==> config.mk <==
export PLATFORM = sky130hd
export DESIGN_NAME = bba_find
export DESIGN_NICKNAME = d
export VERILOG_FILES = /design/src/hdl/bba_pkg.sv /design/src/hdl/bba_find.sv
export SDC_FILE = /design/constraint.sdc
export NUM_CORES = 1
export LEC_CHECK = 0
export CAP_MARGIN = 20
export CORE_MARGIN = 2
export CORE_UTILIZATION = 40
export DETAILED_ROUTE_END_ITERATION = 10
export DONT_BUFFER_PORTS = 1
export PLACE_DENSITY = 0.6
export SYNTH_ARGS = -nofsm -noshare
export SYNTH_HDL_FRONTEND = slang
export SYNTH_SLANG_ARGS = --single-unit
==> constraint.sdc <==
create_clock -name vclk -period 5.1
set_clock_uncertainty 0.15 [all_clocks]
set_input_delay 0.765 -clock vclk [all_inputs]
set_output_delay 0.765 -clock vclk [all_outputs]
set_load 0.1 [all_outputs]
==> src/hdl/bba_pkg.sv <==
`timescale 1ns / 1ps
// ----------------------------------------------------------------------------
// Bitmap block allocator package
// Shared widths, defaults, status codes and the finder result type.
// ----------------------------------------------------------------------------
package bba_pkg;

	localparam int MAX_BLOCKS_DEF = 4096;
	localparam int WORD_BITS_DEF  = 64;

	localparam int BN_W   = 12;
	localparam int CNT_W  = 13;
	localparam int ST_W   = 2;
	localparam int BASE_W = 14;
	localparam int IDX_W  = 6;

	localparam logic [CNT_W-1:0] TOTAL_RESET = 13'd4096;

	typedef enum logic [ST_W-1:0] {
		ST_OK           = 2'd0,
		ST_FULL         = 2'd1,
		ST_ALREADY_FREE = 2'd2,
		ST_RANGE        = 2'd3
	} status_t;

	typedef struct packed {
		logic             found;
		logic [IDX_W-1:0] idx;
	} find_t;

endpackage

==> src/hdl/bba_find.sv <==
`timescale 1ns / 1ps
// ----------------------------------------------------------------------------
// Bitmap block allocator free-bit finder
// Lowest clear bit of one bitmap word among the bits that lie below the limit.
// ----------------------------------------------------------------------------
module bba_find #(
	parameter int WORD_BITS = bba_pkg::WORD_BITS_DEF
) (
	input  logic [WORD_BITS-1:0]      word,
	input  logic [bba_pkg::BASE_W-1:0] room,
	output bba_pkg::find_t             res
);

	logic [WORD_BITS-1:0] avail;
	logic [WORD_BITS-1:0] lowest;
	logic [bba_pkg::IDX_W-1:0] idx;

	always_comb begin
		for (int i = 0; i < WORD_BITS; i++) begin
			avail[i] = !word[i] && (bba_pkg::BASE_W'(i) < room);
		end
	end

	assign lowest = avail & (~avail + WORD_BITS'(1));

	always_comb begin
		idx = '0;
		for (int i = 0; i < WORD_BITS; i++) begin
			if (lowest[i]) begin
				idx = idx | bba_pkg::IDX_W'(i);
			end
		end
	end

	assign res.found = |avail;
	assign res.idx   = idx;

endmodule

Word level (Yosys, flattened, before mapping)
Cells that the tools add are included.
Cells by class
  add/sub/neg operators: 1
  multipliers: 0
  divide/modulo/power cells: 0
  order comparisons: 64
  equal/unequal tests: 0
  shifts and indexed selects: 0
  mux-type cells: 63
  bitwise logic cells: 2
  reduce and logical (&&, ||, !) cells: 129
Operators with widths (count)
  $lt 6x14->1 const A: 32
  $lt 5x14->1 const A: 16
  $mux 6: 32
  $lt 4x14->1 const A: 8
  $mux 5: 16
  $add 64x1->64 const B: 1
  $and 64x64->64: 1
  $logic_and 1x1->1: 64
  $logic_not 1->1: 64
  $not 64->64: 1
  $reduce_or 64->1: 1
  $lt 3x14->1 const A: 4
  $mux 4: 8
  $lt 1x14->1 const A: 2
  $lt 2x14->1 const A: 2
  $mux 3: 4
  $mux 2: 2
  $mux 1: 1
Word-level totals
  register bits: 0
  latch bits: 0
  bits in writable memories: 0
  memory bits (read-only): 0
  bits of input ports: 78
  output and inout bits: 7
  memories kept: 0

Longest topological paths before layout
Gate-level depths: netlist of the first run.
  depth after elaboration: 68
  depth in mapped cells: 13

Worst setup path after synthesis of the first run
No wires, ideal clock.
  path kind: input-to-output
  start point: input room[6] (netlist bit)
  end point: output res[5] (netlist bit)
  arrival time: 4.029 ns
  required time: 4.185 ns
  path slack: 0.156 ns
  stages on the path: 9
  path through: nor4_1 > nand2_1 > or4_1 > a21o_1 > nand4bb_4 > nor3_4 > and4_1 > and3b_1 > nand4b_1
RTL lines
  start: declaration: RTL line bba_find.sv:10  | input logic [bba_pkg::BASE_W-1:0] room,
  end: declaration: RTL line bba_find.sv:11  | output bba_pkg::find_t res

==> flow_summary.json, run 1 <==
{
  "outcome": "finished, final reports clean",
  "power.density_mw_per_mm2": 45.3,
  "dp_slack_ps": 174,
  "seq_cells": 0,
  "die-area_mm2": 0.00721,
  "syn_avg_cell_area_um2": 6.47,
  "die_h_um": 84.9,
  "areaGrowthSynthToFinish_pct": 9.93,
  "layout-drive-gt1-share": 0.152,
  "nFillCells": 643,
  "path_class": "in -> out",
  "nets": 487,
  "vias_per_cell": 7.55,
  "grt_pass1_wl_mm": 16.6,
  "core_area_mm2": 0.00635,
  "grt_max_degree": 35,
  "io-pin-count": 85,
  "drt_pass1_iterations": 5,
  "critPathTopFamily": "simple AND/OR/NAND/NOR gates",
  "fin_crit_ps": 4910,
  "fin_crit_sh": 0.962,
  "cpPeakStageDelay_ps": 690,
  "grt_pass1_vias": 3264,
  "yosys-top-cells-area": "a21oi_1 (6.1%), o21ai_0 (5.0%), nand2_1 (4.9%), nor2_1 (4.3%), nand3_1 (3.6%)",
  "yosysWarningCount": 0,
  "dr.first_iter.drc_count": 423,
  "numPortBuffers": 0,
  "place_congestion": 1.04,
  "start_util": 0.413,
  "synth_top_cell_area_share": 0.0611,
  "synth_top_cell_by_area": "a21oi_1",
  "postPlaceCellArea_mm2": 0.00286,
  "critPathArrivalTime_ps": 3990,
  "finalInstanceArea_mm2": 0.00288,
  "hold_viol_final": 0,
  "vias": 3652,
  "final_util": 0.454,
  "wl_mm": 10.8,
  "fmaxAchievable_mhz": 204,
  "std_cell_rows": 29,
  "yosysSeqAreaShare": 0,
  "fin_ws_ps": 195,
  "slew_viol_final": 0,
  "synthDistinctLibCells": 77,
  "syn_area_mm2": 0.00262,
  "crit_top_cell": "or4_1",
  "tightest_slew_ps": 765,
  "clock_buffers": 0,
  "worstSetupStartpointType": "primary input",
  "antenna_found_initial": 0,
  "peakVddDrop_uv": 26.0,
  "crit_required_ps": 4180,
  "drc_errors": 0,
  "leakagePower_nw": 0.978,
  "slew_headroom": 0.483,
  "end_kind": "primary output",
  "grt_overflow": 0,
  "crit_fanout": 7,
  "crit_slowest_cell": "or4_1",
  "postSynthCellCount": 405,
  "hp-class": "in -> out",
  "worst-path-buf-inv": 2,
  "synth_fp_nets": 483,
  "dpl.hpwl_mm": 8.67,
  "finalSetupViolations": 0,
  "die_w_um": 84.9,
  "maxCapViolations": 0,
  "antenna_cells": 0,
  "regArea_um2": 0,
  "track_usage": 0.282,
  "wl_per_cell_um": 22.3,
  "detail-route-antenna-nets": 0,
  "crit_chain": "or4_1 -> buf_4 -> nor3_4 -> nor2_1 -> a32oi_1 -> nor2_1 -> a21oi_1 -> o22ai_1 -> or4_1 -> or4_1 -> buf_12"
}
synth_stat cells, types with 3 or more instances:
master	count
nand2_1	34
a21oi_1	32
nor2_1	30
o21ai_0	26
nand3_1	19
inv_1	15
nor3_1	13
buf_4	11
a211oi_1	10
a31oi_1	9
and3_1	9
o211ai_1	9
buf_2	8
o21bai_1	8
a31o_2	7
a32oi_1	7
nor4_1	7
o21a_1	7
a21o_1	6
or4_1	6
and2_1	5
nand2b_1	5
nand4_1	5
o22ai_1	5
or2_2	5
or3_1	5
a21boi_0	4
a311oi_1	4
and4_1	4
clkbuf_1	4
nand4b_1	4
nor3b_1	4
a211o_1	3
a221oi_1	3
a32o_1	3
a41oi_1	3
nor4b_1	3
o221ai_1	3
o31a_1	3
o31ai_1	3
o41ai_1	3
final timing paths:
path	start	endpoint	slack, ps	depth (start not counted)
worst max-delay path	room[6]	res[3]	190	11
worst min-delay path	word[62]	res[6]	1930	4
where the power goes:
part           leakage (nW)  total, mW  switching (mW)  internal [mW]
logic                 0.978      0.130          0.0787         0.0517
clock network             0          0               0              0
registers                 0          0               0              0
total                 0.978      0.130          0.0787         0.0517
layout make-up:
cell class         count  area, um^2  area share
multi-input cells    364        2430       0.844
repair buffers        28         298       0.103
well taps             77        96.3      0.0334
inverters             15        56.3      0.0195
through the flow:
| step | total power, mW | cells | TNS (ps) | hold WS, ps |
|---|---|---|---|---|
| 3_5_place_dp | 0.125 | 484 | 0 | 1920 |
| 5_1_grt | 0.140 | 484 | -0.517 | 1990 |
| 2_1_floorplan | 0.112 | 405 | 0 | 2210 |
| 6_report | 0.130 | 484 | 0 | 1930 |
| 4_1_cts | 0.126 | 484 | 0 | 1920 |
| 3_3_place_gp | 0.125 | 484 | 0 | 1930 |
routing by layer:
layer / vias up / track usage / part of all wire
met4: 0 / 0.0779 / 0.032
met2: 283 / 0.457 / 0.45
li1: 1652 / - / -
met5: - / 0 / 0
met3: 39 / 0.0768 / 0.12
met1: 1678 / 0.368 / 0.39
cell families after synthesis:
logic type,share of synthesized area
simple gates,0.419
compound gates,0.497
buf+inv,0.0840
timing repair:
item | CTS | global route
endpoints found under the hold margin | 0 | 0
gates resized for setup | 0 | 3
setup endpoints to repair | 0 | 5
buffers inserted | 0 | 0
hold buffers | 0 | 0
cell usage in the layout (no fill, tap or decap), drive strengths merged, types with 8 or more instances in the layout:
cell type | synthesis | routed
and3 | 9 | 9
o21ai | 27 | 27
a211oi | 12 | 12
nand2 | 36 | 36
a31oi | 9 | 9
nor2 | 31 | 31
a21oi | 32 | 32
inv | 15 | 15
nor4 | 10 | 10
o211ai | 9 | 9
nand3 | 19 | 19
nor3 | 16 | 16
o21bai | 8 | 8
buf | 22 | 28
Power figures use the tool's default switching activity.
==> run 2, diff against run 1 <==
--- a/config.mk
+++ b/config.mk
@@ -10,7 +10,9 @@
 export CORE_UTILIZATION = 40
 export DETAILED_ROUTE_END_ITERATION = 10
 export DONT_BUFFER_PORTS = 1
+export MAX_ROUTING_LAYER = met4
 export PLACE_DENSITY = 0.6
+export REMOVE_ABC_BUFFERS = 1
 export SYNTH_ARGS = -nofsm -noshare
 export SYNTH_HDL_FRONTEND = slang
 export SYNTH_SLANG_ARGS = --single-unit
==> flow_summary.json, run 2 (same netlist as run 1, synthesis figures left out) <==
{
  "holdWs_ps": 1920,
  "outcome": "finished, final reports clean",
  "vias_per_cell": 7.37,
  "dp_slack_ps": 61.7,
  "clock_buffers": 0,
  "regArea_um2": 0,
  "leakagePower_nw": 0.971,
  "wl_mm": 11.1,
  "grt_overflow": 0,
  "maxCapViolations": 0,
  "io-pin-count": 85,
  "path_class": "in -> out",
  "cts_hold_buf": 0,
  "hold_viol_final": 0,
  "layout-drive-gt1-share": 0.148,
  "fin_ws_ps": 101,
  "postPlaceCellArea_mm2": 0.00286,
  "std_cell_rows": 29,
  "grt_max_degree": 35,
  "hp-start": "word[62]",
  "critPathArrivalTime_ps": 4080,
  "die-area_mm2": 0.00721,
  "holdPathStages": 4,
  "dpl.hpwl_mm": 8.69,
  "critPathTopFamily": "simple AND/OR/NAND/NOR gates",
  "fin_crit_ps": 5000,
  "detail-route-antenna-nets": 0,
  "grt_pass1_wl_mm": 17.6,
  "tns_ps": 0,
  "seq_cells": 0,
  "dr.first_iter.drc_count": 267,
  "finalSetupViolations": 0,
  "crit_required_ps": 4180,
  "peakVddDrop_uv": 27.8,
  "crit_top_cell": "or4_1",
  "end_kind": "primary output",
  "cts_resized": 0,
  "antenna_cells": 0,
  "crit_chain": "or4_1 -> nor3_4 -> a21oi_1 -> or2_0 -> o31a_1 -> a31oi_1 -> o22ai_1 -> or4_1 -> or4_1 -> buf_12",
  "place_congestion": 1.01,
  "slew_viol_final": 0,
  "crit_slowest_cell": "or4_1",
  "wl_per_cell_um": 23.1,
  "worst-path-buf-inv": 1,
  "layout_common_cells": "nand2_1 (34), a21oi_1 (32), nor2_1 (30)",
  "die_w_um": 84.9,
  "numPortBuffers": 0,
  "layout_commonest_cell": "nand2_1",
  "nFillCells": 713,
  "die_h_um": 84.9,
  "finalInstanceArea_mm2": 0.00287,
  "nets": 486,
  "power.density_mw_per_mm2": 45.2,
  "crit_fanout": 9,
  "antenna_found_initial": 0,
  "fmaxAchievable_mhz": 200,
  "fin_crit_sh": 0.980,
  "slew_headroom": 0.562,
  "vias": 3560,
  "drt_pass1_iterations": 5,
  "worstSetupStartpointType": "primary input",
  "cpPeakStageDelay_ps": 720,
  "min_to": "res[6]",
  "start_util": 0.413,
  "tightest_slew_ps": 648,
  "core_area_mm2": 0.00635,
  "drc_errors": 0,
  "hp-class": "in -> out",
  "cts_setup_buffers": 0,
  "track_usage": 0.306,
  "rsz0062_at_grt": "false",
  "areaGrowthSynthToFinish_pct": 9.46,
  "grt_pass1_vias": 3391
}
run 2: cell count changes in the layout (fill, tap and decap cells not counted), sizes merged:
cell / previous run / this run
buf: 28 / 27
run 2: how the worst max path moves through the flow:
stage,startpoint,end,slack (ps),depth (start not counted)
global route,room[6],res[3],10,10
CTS,room[6],res[3],40,10
floorplan,room[6],res[5],-570,9
detailed placement,room[6],res[3],60,10
finish,room[6],res[3],100,10
global placement,room[6],res[3],10,10
run 2: area by class of cell:
cell class | instances | area [um^2] | share of cell area
well taps | 77 | 96.3 | 0.0336
inverters | 15 | 56.3 | 0.0196
repair buffers | 27 | 290 | 0.101
multi-input cells | 364 | 2420 | 0.846
run 2: per-stage QoR:
step	total power [mW]	utilization	std cells
after floorplan	0.0930	-	379
after global placement	0.125	0.450	483
after detailed placement	0.126	0.450	483
after CTS	0.127	0.450	483
after global routing	0.140	0.452	483
final	0.130	0.452	483
run 2: power breakdown:
| part | internal, mW | switching, mW | total [mW] |
|---|---|---|---|
| logic | 0.0515 | 0.0781 | 0.130 |
| clock network | 0 | 0 | 0 |
| registers | 0 | 0 | 0 |
| total | 0.0515 | 0.0781 | 0.130 |
run 2: layer usage:
layer	GRT usage	wire length (um)	vias up
li1	-	-	1643
met1	0.400	4730	1690
met2	0.509	5200	207
met3	0.0418	968	20
met4	0.0563	256	0
met5	-	0	-
